[src/rtl/core/swfflp_pkg.sv]
`default_nettype none
package swfflp_pkg;

	// Parse phases of the filter list walker
	typedef enum logic [4:0] {
		PH_COUNT  = 5'd0,
		PH_TYPE   = 5'd1,
		PH_C0     = 5'd2,
		PH_C1     = 5'd3,
		PH_BX     = 5'd4,
		PH_BY     = 5'd5,
		PH_ANG    = 5'd6,
		PH_DIST   = 5'd7,
		PH_STR    = 5'd8,
		PH_FLAGS  = 5'd9,
		PH_GCOUNT = 5'd10,
		PH_COLS   = 5'd11,
		PH_ROWS   = 5'd12,
		PH_SKIP   = 5'd13
	} phase_t;

	// Record type codes
	localparam logic [2:0] KIND_SHADOW   = 3'd0;
	localparam logic [2:0] KIND_BLUR     = 3'd1;
	localparam logic [2:0] KIND_GLOW     = 3'd2;
	localparam logic [2:0] KIND_BEVEL    = 3'd3;
	localparam logic [2:0] KIND_GGLOW    = 3'd4;
	localparam logic [2:0] KIND_CONVOLVE = 3'd5;
	localparam logic [2:0] KIND_CMATRIX  = 3'd6;
	localparam logic [2:0] KIND_GBEVEL   = 3'd7;

	// Result kind codes beyond the stream types
	localparam logic [3:0] KIND_EMPTY   = 4'd8;
	localparam logic [3:0] KIND_UNKNOWN = 4'd15;

	// Highest valid type byte
	localparam logic [7:0] TYPE_MAX = 8'd7;

	// Body lengths of the skipped kinds
	localparam logic [17:0] CMATRIX_LEN  = 18'd80;
	localparam logic [17:0] GRAD_BASE    = 18'd19;
	localparam logic [17:0] CONV_BASE    = 18'd13;

	// Configuration register indexes
	localparam logic [0:0] REG_STORE_EN = 1'b0;

	// One result item
	typedef struct packed {
		logic [3:0]  filter_kind;
		logic [31:0] first_colour;
		logic [31:0] second_colour;
		logic [36:0] blur_x_twips;
		logic [36:0] blur_y_twips;
		logic [31:0] angle_raw;
		logic [31:0] distance_raw;
		logic [15:0] strength_raw;
		logic [4:0]  pass_count;
		logic [3:0]  mode_bits;
		logic [7:0]  added_count;
		logic        list_end;
	} res_t;

	// Scale a 16.16 blur word into twips (times 20)
	function automatic logic [36:0] to_twips(input logic [31:0] v);
		to_twips = {1'b0, v, 4'b0000} + {3'b000, v, 2'b00};
	endfunction

endpackage
`default_nettype wire

[src/rtl/core/swf_filter_list_parser_unit.sv]
`default_nettype none
// Filter list parser: takes one stream byte per cycle while in_stall is low and
// emits one result item per record (or one for an empty list) on the record's last
// byte. Bytes pass an input register; the parser steps while the skid entry is free
// and registers each result item into the output register or the one-item skid
// entry behind it, so input keeps flowing while a result waits; in_stall rises only
// once both hold a result. The user must write store_enabled (address 0) only while
// the stream is idle; the block itself does not enforce this.
module swf_filter_list_parser_unit (
	input  wire logic        clk,
	input  wire logic        arst_n,
	// Input stream
	input  wire logic        in_valid,
	output logic             in_stall,
	input  wire logic [7:0]  stream_byte,
	// Result stream
	output logic             out_valid,
	input  wire logic        out_stall,
	output logic [3:0]       filter_kind,
	output logic [31:0]      first_colour,
	output logic [31:0]      second_colour,
	output logic [36:0]      blur_x_twips,
	output logic [36:0]      blur_y_twips,
	output logic [31:0]      angle_raw,
	output logic [31:0]      distance_raw,
	output logic [15:0]      strength_raw,
	output logic [4:0]       pass_count,
	output logic [3:0]       mode_bits,
	output logic [7:0]       added_count,
	output logic             list_end,
	// Configuration
	input  wire logic        psel,
	input  wire logic        penable,
	input  wire logic        pwrite,
	input  wire logic [2:0]  paddr,
	input  wire logic [31:0] pwdata,
	output logic      [31:0] prdata,
	output logic             pready
);
	import swfflp_pkg::*;

	logic       byte_valid_s1;
	logic [7:0] byte_s1;
	logic       step;
	logic       skid_full;
	logic       store_en;
	logic       res_valid;
	res_t       res;
	res_t       out_res;

	// Input register
	assign step     = byte_valid_s1 & ~skid_full;
	assign in_stall = byte_valid_s1 & skid_full;

	always_ff @(posedge clk or negedge arst_n) begin
		if (!arst_n) begin
			byte_valid_s1 <= 1'b0;
		end else if (!in_stall) begin
			byte_valid_s1 <= in_valid;
		end
	end

	always_ff @(posedge clk) begin
		if (!in_stall && in_valid) byte_s1 <= stream_byte;
	end

	swfflp_cfg u_cfg (
		.clk      (clk),
		.arst_n   (arst_n),
		.psel     (psel),
		.penable  (penable),
		.pwrite   (pwrite),
		.paddr    (paddr),
		.pwdata   (pwdata),
		.prdata   (prdata),
		.pready   (pready),
		.store_en (store_en)
	);

	swfflp_parse u_parse (
		.clk       (clk),
		.arst_n    (arst_n),
		.step      (step),
		.byte_s1   (byte_s1),
		.store_en  (store_en),
		.res_valid (res_valid),
		.res       (res)
	);

	swfflp_out_buf u_out_buf (
		.clk       (clk),
		.arst_n    (arst_n),
		.push      (res_valid),
		.push_res  (res),
		.out_stall (out_stall),
		.out_valid (out_valid),
		.out_res   (out_res),
		.skid_full (skid_full)
	);

	assign filter_kind   = out_res.filter_kind;
	assign first_colour  = out_res.first_colour;
	assign second_colour = out_res.second_colour;
	assign blur_x_twips  = out_res.blur_x_twips;
	assign blur_y_twips  = out_res.blur_y_twips;
	assign angle_raw     = out_res.angle_raw;
	assign distance_raw  = out_res.distance_raw;
	assign strength_raw  = out_res.strength_raw;
	assign pass_count    = out_res.pass_count;
	assign mode_bits     = out_res.mode_bits;
	assign added_count   = out_res.added_count;
	assign list_end      = out_res.list_end;

	// The skid entry only fills behind a held output item
	a_skid_behind_out: assert property (@(posedge clk) disable iff (!arst_n)
		skid_full |-> out_valid)
		else $error("skid entry full with output register empty");

	// No result is produced while the skid entry is occupied
	a_no_push_when_full: assert property (@(posedge clk) disable iff (!arst_n)
		!(res_valid && skid_full))
		else $error("result produced with no room to hold it");

	// An empty-list item carries a zero count and closes the list
	a_empty_list: assert property (@(posedge clk) disable iff (!arst_n)
		(out_valid && filter_kind == KIND_EMPTY) |-> (list_end && added_count == 8'd0))
		else $error("empty-list item with bad count or end mark");

	// A held result stays while stalled
	a_out_hold: assert property (@(posedge clk) disable iff (!arst_n)
		(out_valid && out_stall) |=> (out_valid && $stable(out_res)))
		else $error("stalled result item changed");
endmodule
`default_nettype wire

[src/rtl/core/swfflp_cfg.sv]
`default_nettype none
module swfflp_cfg (
	input  wire logic        clk,
	input  wire logic        arst_n,
	input  wire logic        psel,
	input  wire logic        penable,
	input  wire logic        pwrite,
	input  wire logic [2:0]  paddr,
	input  wire logic [31:0] pwdata,
	output logic      [31:0] prdata,
	output logic             pready,
	output logic             store_en
);
	import swfflp_pkg::*;

	logic store_en_q;
	logic wr_en;

	// Decode a completed write to the store enable register
	assign wr_en = psel & penable & pwrite & (paddr[2] == REG_STORE_EN);

	// Hold the register
	always_ff @(posedge clk or negedge arst_n) begin
		if (!arst_n) begin
			store_en_q <= 1'b1;
		end else if (wr_en) begin
			store_en_q <= pwdata[0];
		end
	end

	// Read back
	always_comb begin
		unique case (paddr[2])
			REG_STORE_EN: prdata = {31'b0, store_en_q};
			default:      prdata = 32'b0;
		endcase
	end

	assign pready   = 1'b1;
	assign store_en = store_en_q;
endmodule
`default_nettype wire

[src/rtl/core/swfflp_parse.sv]
`default_nettype none
module swfflp_parse (
	input  wire logic              clk,
	input  wire logic              arst_n,
	input  wire logic              step,
	input  wire logic [7:0]        byte_s1,
	input  wire logic              store_en,
	output logic                   res_valid,
	output swfflp_pkg::res_t       res
);
	import swfflp_pkg::*;

	phase_t phase_q, phase_d;

	logic [7:0]  records_q, records_d;
	logic [7:0]  added_q, added_d;
	logic [2:0]  pos_q, pos_d;
	logic [31:0] word_q, word_d;
	logic [17:0] skip_q, skip_d;
	logic [2:0]  kind_q, kind_d;
	logic [7:0]  cols_q, cols_d;
	logic [31:0] c0_q, c0_d, c1_q, c1_d;
	logic [31:0] bx_q, bx_d, by_q, by_d;
	logic [31:0] ang_q, ang_d, dist_q, dist_d;
	logic [15:0] str_q, str_d;

	// Shared decode of the current byte
	logic [7:0]  rl_dec;
	logic [17:0] skip_dec;
	logic [3:0]  pos_inc;
	logic        field_done;
	logic [31:0] word_new;
	logic [15:0] conv_prod;
	logic        rec_last;

	assign rl_dec    = records_q - 8'd1;
	assign skip_dec  = (skip_q != 18'd0) ? (skip_q - 18'd1) : skip_q;
	assign pos_inc   = {1'b0, pos_q} + 4'd1;
	assign field_done = (phase_q == PH_STR) ? (pos_inc >= 4'd2) : (pos_inc >= 4'd4);
	assign word_new  = ((phase_q == PH_C0) || (phase_q == PH_C1)) ?
		{word_q[23:0], byte_s1} :
		(word_q | ({24'b0, byte_s1} << {pos_q[1:0], 3'b000}));
	assign conv_prod = cols_q * byte_s1;
	assign rec_last  = (records_q == 8'd0);

	// Next phase
	always_comb begin
		phase_d = phase_q;
		unique case (phase_q)
			PH_COUNT: phase_d = (byte_s1 == 8'd0) ? PH_COUNT : PH_TYPE;
			PH_TYPE: begin
				if (byte_s1 > TYPE_MAX) begin
					phase_d = (rl_dec == 8'd0) ? PH_COUNT : PH_TYPE;
				end else begin
					case (byte_s1[2:0])
						KIND_BLUR:                          phase_d = PH_BX;
						KIND_SHADOW, KIND_GLOW, KIND_BEVEL: phase_d = PH_C0;
						KIND_CONVOLVE:                      phase_d = PH_COLS;
						KIND_CMATRIX:                       phase_d = PH_SKIP;
						default:                            phase_d = PH_GCOUNT;
					endcase
				end
			end
			PH_C0, PH_C1, PH_BX, PH_BY, PH_ANG, PH_DIST, PH_STR: begin
				if (field_done) begin
					case (phase_q)
						PH_C0:   phase_d = (kind_q == KIND_BEVEL) ? PH_C1 : PH_BX;
						PH_C1:   phase_d = PH_BX;
						PH_BX:   phase_d = PH_BY;
						PH_BY: begin
							if (kind_q == KIND_BLUR)      phase_d = PH_FLAGS;
							else if (kind_q == KIND_GLOW) phase_d = PH_STR;
							else                          phase_d = PH_ANG;
						end
						PH_ANG:  phase_d = PH_DIST;
						PH_DIST: phase_d = PH_STR;
						default: phase_d = PH_FLAGS;
					endcase
				end
			end
			PH_FLAGS:  phase_d = rec_last ? PH_COUNT : PH_TYPE;
			PH_GCOUNT: phase_d = PH_SKIP;
			PH_COLS:   phase_d = PH_ROWS;
			PH_ROWS:   phase_d = PH_SKIP;
			PH_SKIP: begin
				if (skip_dec == 18'd0) phase_d = rec_last ? PH_COUNT : PH_TYPE;
			end
			default:   phase_d = PH_COUNT;
		endcase
	end

	// Datapath and result
	always_comb begin
		records_d = records_q;
		added_d   = added_q;
		pos_d     = pos_q;
		word_d    = word_q;
		skip_d    = skip_q;
		kind_d    = kind_q;
		cols_d    = cols_q;
		c0_d      = c0_q;
		c1_d      = c1_q;
		bx_d      = bx_q;
		by_d      = by_q;
		ang_d     = ang_q;
		dist_d    = dist_q;
		str_d     = str_q;

		res_valid         = 1'b0;
		res.filter_kind   = {1'b0, kind_q};
		res.first_colour  = c0_q;
		res.second_colour = c1_q;
		res.blur_x_twips  = to_twips(bx_q);
		res.blur_y_twips  = to_twips(by_q);
		res.angle_raw     = ang_q;
		res.distance_raw  = dist_q;
		res.strength_raw  = str_q;
		res.pass_count    = 5'd0;
		res.mode_bits     = 4'd0;
		res.added_count   = added_q;
		res.list_end      = rec_last;

		unique case (phase_q)
			PH_COUNT: begin
				// Start a list: clear count and held fields
				added_d = 8'd0;
				c0_d = 32'd0; c1_d = 32'd0; bx_d = 32'd0; by_d = 32'd0;
				ang_d = 32'd0; dist_d = 32'd0; str_d = 16'd0;
				records_d = byte_s1;
				if (byte_s1 == 8'd0) begin
					res_valid         = 1'b1;
					res.filter_kind   = KIND_EMPTY;
					res.first_colour  = 32'd0;
					res.second_colour = 32'd0;
					res.blur_x_twips  = 37'd0;
					res.blur_y_twips  = 37'd0;
					res.angle_raw     = 32'd0;
					res.distance_raw  = 32'd0;
					res.strength_raw  = 16'd0;
					res.added_count   = 8'd0;
					res.list_end      = 1'b1;
				end
			end
			PH_TYPE: begin
				// Open a record
				records_d = rl_dec;
				c0_d = 32'd0; c1_d = 32'd0; bx_d = 32'd0; by_d = 32'd0;
				ang_d = 32'd0; dist_d = 32'd0; str_d = 16'd0;
				pos_d  = 3'd0;
				word_d = 32'd0;
				if (byte_s1 > TYPE_MAX) begin
					res_valid         = 1'b1;
					res.filter_kind   = KIND_UNKNOWN;
					res.first_colour  = 32'd0;
					res.second_colour = 32'd0;
					res.blur_x_twips  = 37'd0;
					res.blur_y_twips  = 37'd0;
					res.angle_raw     = 32'd0;
					res.distance_raw  = 32'd0;
					res.strength_raw  = 16'd0;
					res.list_end      = (rl_dec == 8'd0);
				end else begin
					kind_d = byte_s1[2:0];
					if (byte_s1[2:0] == KIND_CMATRIX) skip_d = CMATRIX_LEN;
				end
			end
			PH_C0, PH_C1, PH_BX, PH_BY, PH_ANG, PH_DIST, PH_STR: begin
				// Assemble a field, store it on its last byte
				if (!field_done) begin
					word_d = word_new;
					pos_d  = pos_inc[2:0];
				end else begin
					word_d = 32'd0;
					pos_d  = 3'd0;
					case (phase_q)
						PH_C0:   c0_d   = word_new;
						PH_C1:   c1_d   = word_new;
						PH_BX:   bx_d   = word_new;
						PH_BY:   by_d   = word_new;
						PH_ANG:  ang_d  = word_new;
						PH_DIST: dist_d = word_new;
						default: str_d  = word_new[15:0];
					endcase
				end
			end
			PH_FLAGS: begin
				// Decode passes and mode bits, close the record
				if (store_en) added_d = added_q + 8'd1;
				res_valid       = 1'b1;
				res.added_count = added_d;
				if (kind_q == KIND_BLUR) begin
					res.pass_count = byte_s1[7:3];
				end else begin
					res.mode_bits = {(kind_q == KIND_BEVEL) & byte_s1[4], ~byte_s1[5],
						byte_s1[6], byte_s1[7]};
					res.pass_count = (kind_q == KIND_BEVEL) ? {1'b0, byte_s1[3:0]} :
						byte_s1[4:0];
				end
			end
			PH_GCOUNT: skip_d = GRAD_BASE + {8'b0, byte_s1, 2'b00} + {10'b0, byte_s1};
			PH_COLS:   cols_d = byte_s1;
			PH_ROWS:   skip_d = CONV_BASE + {conv_prod, 2'b00};
			PH_SKIP: begin
				// Drop body bytes, close the record on the last one
				skip_d = skip_dec;
				if (skip_dec == 18'd0) begin
					if (kind_q == KIND_CMATRIX) added_d = added_q + 8'd1 + {7'b0, store_en};
					res_valid       = 1'b1;
					res.added_count = added_d;
				end
			end
			default: ;
		endcase

		if (!step) res_valid = 1'b0;
	end

	// Control state
	always_ff @(posedge clk or negedge arst_n) begin
		if (!arst_n) begin
			phase_q   <= PH_COUNT;
			records_q <= 8'd0;
			added_q   <= 8'd0;
			pos_q     <= 3'd0;
			skip_q    <= 18'd0;
			kind_q    <= 3'd0;
			cols_q    <= 8'd0;
		end else if (step) begin
			phase_q   <= phase_d;
			records_q <= records_d;
			added_q   <= added_d;
			pos_q     <= pos_d;
			skip_q    <= skip_d;
			kind_q    <= kind_d;
			cols_q    <= cols_d;
		end
	end

	// Assembly word and held fields
	always_ff @(posedge clk) begin
		if (step) begin
			word_q <= word_d;
			c0_q   <= c0_d;
			c1_q   <= c1_d;
			bx_q   <= bx_d;
			by_q   <= by_d;
			ang_q  <= ang_d;
			dist_q <= dist_d;
			str_q  <= str_d;
		end
	end
endmodule
`default_nettype wire

[src/rtl/core/swfflp_out_buf.sv]
`default_nettype none
module swfflp_out_buf (
	input  wire logic              clk,
	input  wire logic              arst_n,
	input  wire logic              push,
	input  wire swfflp_pkg::res_t  push_res,
	input  wire logic              out_stall,
	output logic                   out_valid,
	output swfflp_pkg::res_t       out_res,
	output logic                   skid_full
);
	import swfflp_pkg::*;

	logic out_valid_q, skid_valid_q;
	res_t out_q, skid_q;
	logic out_fire;

	assign out_fire = out_valid_q & ~out_stall;

	// Track occupancy of output and skid entries
	always_ff @(posedge clk or negedge arst_n) begin
		if (!arst_n) begin
			out_valid_q  <= 1'b0;
			skid_valid_q <= 1'b0;
		end else if (skid_valid_q) begin
			if (out_fire) skid_valid_q <= 1'b0;
		end else if (push) begin
			if (!out_valid_q || out_fire) out_valid_q  <= 1'b1;
			else                          skid_valid_q <= 1'b1;
		end else if (out_fire) begin
			out_valid_q <= 1'b0;
		end
	end

	// Advance the item payloads
	always_ff @(posedge clk) begin
		if (skid_valid_q) begin
			if (out_fire) out_q <= skid_q;
		end else if (push) begin
			if (!out_valid_q || out_fire) out_q  <= push_res;
			else                          skid_q <= push_res;
		end
	end

	assign out_valid = out_valid_q;
	assign out_res   = out_q;
	assign skid_full = skid_valid_q;
endmodule
`default_nettype wire

[config.mk]
export PLATFORM = sky130hd
export DESIGN_NAME = swf_filter_list_parser_unit
export DESIGN_NICKNAME = d
export VERILOG_FILES = /design/src/rtl/core/swfflp_pkg.sv /design/src/rtl/core/swf_filter_list_parser_unit.sv /design/src/rtl/core/swfflp_cfg.sv /design/src/rtl/core/swfflp_parse.sv /design/src/rtl/core/swfflp_out_buf.sv
export SDC_FILE = /design/constraint.sdc
export NUM_CORES = 1
export LEC_CHECK = 0
export ABC_AREA = 1
export BUFFER_PORTS_ARGS = -buffer_cell sky130_fd_sc_hd__buf_2
export CAP_MARGIN = 20
export CORE_MARGIN = 3
export CORE_UTILIZATION = 60
export DETAILED_ROUTE_END_ITERATION = 7
export PLACE_DENSITY = 0.8
export REMOVE_ABC_BUFFERS = 1
export SLEW_MARGIN = 20
export SYNTH_ARGS = -nofsm -noshare
export SYNTH_HDL_FRONTEND = slang
export SYNTH_SLANG_ARGS = --single-unit
export TNS_END_PERCENT = 100
[constraint.sdc]
create_clock -name clk -period 14.7 [get_ports clk]
set_input_delay 2.205 -clock clk [delete_from_list [all_inputs] [get_ports clk]]
set_output_delay 2.205 -clock clk [all_outputs]
set_load 0.02 [all_outputs]
==> results.md <==
- Inserted Clock Buffers: 79
- Reg-to-Reg Start: byte_s1[5]
- Crit path top cell by count: nand2_1
- RSZ-0062 raised after global routing: no
- Die height: 259.0 um
- Clk_lat worst skew: 0.62 ns
- Crit path launch type: flip-flop
- Antenna violations before repair: 0
- Area Overhead vs Synth: 11.94%
- Hold Startpoint: u_out_buf.skid_q[52]
- Clk buf depth: 3
- Via Count: 27520
- Critical Path RT: 15.21 ns
- Placed cell area: 40350 um2
- Crit path arrival time: 5.97 ns
- H-tree Lvls: 3
- Worst Path Class, Setup: flip-flop to flip-flop
- Gr ovfl total: 0
- #FFs+latches synth: 776
- Fin. max-slew vios: 0
- Mapped Area: 38390 um2
- Status: finished clean
- Register area: 23030 um2
- Die width: 259.0 um
- DRC: 0
- Area occupied by multi-input gates: 12940 um2
- Routability Congestion: 0.9299
- Total global-route track usage: 0.2658
- CORE AREA: 63200 um2
- Pre-Repair DR Iteration Count: 6
- # setup viols final: 0
- Final Critical Period: 5.467 ns
- Top FF cell, synth: edfxtp_1
- Buf/Inv on CP: 4
- Mean Syn Cell Area: 9.742 um2
- Final period utilization: 0.3719
- Initial DRC count: 2293
- Worst path slowest cell: edfxtp_1
- Share of cells above drive strength 1: 0.1142
- Yosys Warn Count: 0
- Reg2Reg Depth: 23
- Synth Instances: 3941
- Vias in the first global route: 26210
- Clock skew: 0.02133 ns
- Rows: 92
- Fmax: 0.1829 GHz
- Number of routed nets with antenna violations: 0
- Worst-path cell chain: nand2_1, fa_1, fa_1, inv_1, fa_1, inv_1, fa_1, inv_1, ha_1, a21oi_1, nand2_1, nand2_1, nand3_1, nand2_1, nand2_1, nor2_1, inv_1, nor2_1, nand4_1, nand3_1, nand2_1, nand2_1, nand2_1
- Clock transition at path regs: 0.06 ns
- Port Buffers: 255
- # diodes: 0
- I/O pin cnt: 325
- Die footprint: 67060 um2
- Worst Hold Class: flip-flop to flip-flop
- CP max FO: 18
- Via density: 5.412
- Slowest cell delay on critical path: 0.93 ns
- Distinct cell type count after synthesis: 50
- Post-Route WL: 89.68 mm
- TritonCTS clock tree: built
- CTS root buf: clkbuf_16
- Setup bufs post-CTS: 0
- Ys async rst share: 0.07216
- Fill cells: 4649
- Crit path capture type: flip-flop
- # hold bufs at CTS: 0
- Setup crit end: u_parse.skip_q[17]
- Max-cap viol count: 0
- Initial Util: 0.6075
- Post-synthesis sequential area ratio: 0.5997
- CP Depth: 23
- HPWL after DPL: 60.72 mm
- Layout Cell Area excl Fill: 42980 um2
- End of the worst register-to-register path: u_parse.skip_q[17]
- CTS sink cnt: 776
- Critical Path Source: byte_s1[5]
- Reg2reg setup slack: 9.23 ns
- Nets: 4382
- First-pass GRT wire length: 140.1 mm
- Maximum number of pins on one net before global-route repair: 181
- Per-cell routed wire length: 17.64 um
- Pre-CTS WS: 9.319 ns
- Slew margin rel.: 0.2773
- Worst setup margin: 9.233 ns
- Worst Tran Pin Value: 1.084 ns
- Post_cts resized: 0
- EDFF count, synth: 720
- Final Hold Fails: 0
- CP delay by family, top: adder cells
-- sequential cells by signal (all words and copies together), names as in the netlist, 18 cells and up --
register / cells
u_parse.word_q: 32
u_parse.c1_q: 32
u_out_buf.out_res: 236
u_parse.c0_q: 32
u_out_buf.skid_q: 236
u_parse.by_q: 32
u_parse.dist_q: 32
u_parse.ang_q: 32
u_parse.bx_q: 32
u_parse.skip_q: 18
-- worst min-delay path by stage --
stage	to	cells after the start
final	u_out_buf.out_res[52]	2
after global routing	u_out_buf.out_res[35]	2
after CTS	u_out_buf.out_res[52]	2
after detailed placement	u_parse.pos_q[2]	2
after global placement	u_parse.pos_q[2]	2
after floorplan	u_parse.pos_q[2]	2
-- cell families (layout without fill, tap and decap cells) --
group	Yosys count	after routing	share of synthesized area
AOI/OAI and AO/OA	465	465	0.06700
DFF	776	776	0.5997
other	2	36	0.0001956
buffers and inverters	648	911	0.06918
xor gates and xnor gates	23	23	0.005247
adders and majority gates	158	158	0.05892
and+or+nand+nor	1869	1869	0.1998
-- per-stage QoR --
step           std cells  hold slack (ns)  utilization  TNS, ns
4_1_cts             5084           0.4978       0.6800        0
5_1_grt             5084           0.5299       0.6801        0
6_report            5084           0.5012       0.6801        0
3_3_place_gp        4939           0.4828       0.6385        0
3_5_place_dp        4939           0.4957       0.6385        0
2_1_floorplan       3813           0.4708            -  -400.00
-- layout make-up --
class,instances,share of cell area
clock inverters,45,0.01182
flip-flops and latches,776,0.5358
multi-input cells,2551,0.3012
inverters,486,0.04256
clock buffers,100,0.04929
repair buffers,280,0.03473
well taps,846,0.02463
-- cell usage after synthesis (15+ instances only) --
cell type  count  area share
buf_1         21      0.0021
o21ai_1       15      0.0020
nand2_1     1196        0.12
a21oi_1      147       0.019
nor3_1        16      0.0021
clkbuf_1      70      0.0068
ha_1         120       0.039
nand3_2       23      0.0060
nor2_1       411       0.040
fa_1          38       0.020
o31ai_1       18      0.0035
inv_1        474       0.046
buf_2         20      0.0026
buf_4         49      0.0096
xor2_1        16      0.0036
o22ai_1       40      0.0065
o21ai_0      187       0.024
dfrtp_1       55       0.036
edfxtp_1     720        0.56
nand4_1       37      0.0060
nand3_1      120       0.016
or2_2         17      0.0028
-- layer usage --
layer,vias up,wire length (um),track usage
li1,13460,-,-
met1,12930,36680,0.3533
met2,927,44960,0.4530
met3,192,4866,0.02741
met4,0,3170,0.1060
met5,-,0,0
-- tightest hold or removal path, stage by stage (launching register included) --
cell	delay (ns)
edfxtp_1	0.32
nand2_1	0.05
nand2_1	0.05
-- cell usage in the layout (no fill, tap or decap), types with 9 or more instances in the layout --
| master | n |
|---|---|
| nand3b_1 | 11 |
| buf_2 | 255 |
| o21ai_0 | 187 |
| inv_1 | 474 |
| buf_4 | 22 |
| clkbuf_1 | 17 |
| ha_1 | 120 |
| o21ai_1 | 15 |
| clkinv_1 | 20 |
| nand4_1 | 37 |
| edfxtp_1 | 720 |
| nor3_1 | 14 |
| nand2_1 | 1195 |
| or2_2 | 17 |
| xor2_1 | 16 |
| dfrtp_1 | 54 |
| nand3_2 | 23 |
| o22ai_1 | 40 |
| a21o_1 | 11 |
| fa_1 | 38 |
| clkinv_2 | 14 |
| conb_1 | 36 |
| bufinv_16 | 9 |
| nor2_1 | 409 |
| nand3_1 | 120 |
| nor2_2 | 13 |
| a21oi_1 | 142 |
| o31ai_1 | 18 |
| o21bai_1 | 11 |
| clkbuf_16 | 81 |
Power is not shown: default switching activity piles up to over one toggle a cycle in this logic, so the estimate is an artifact.
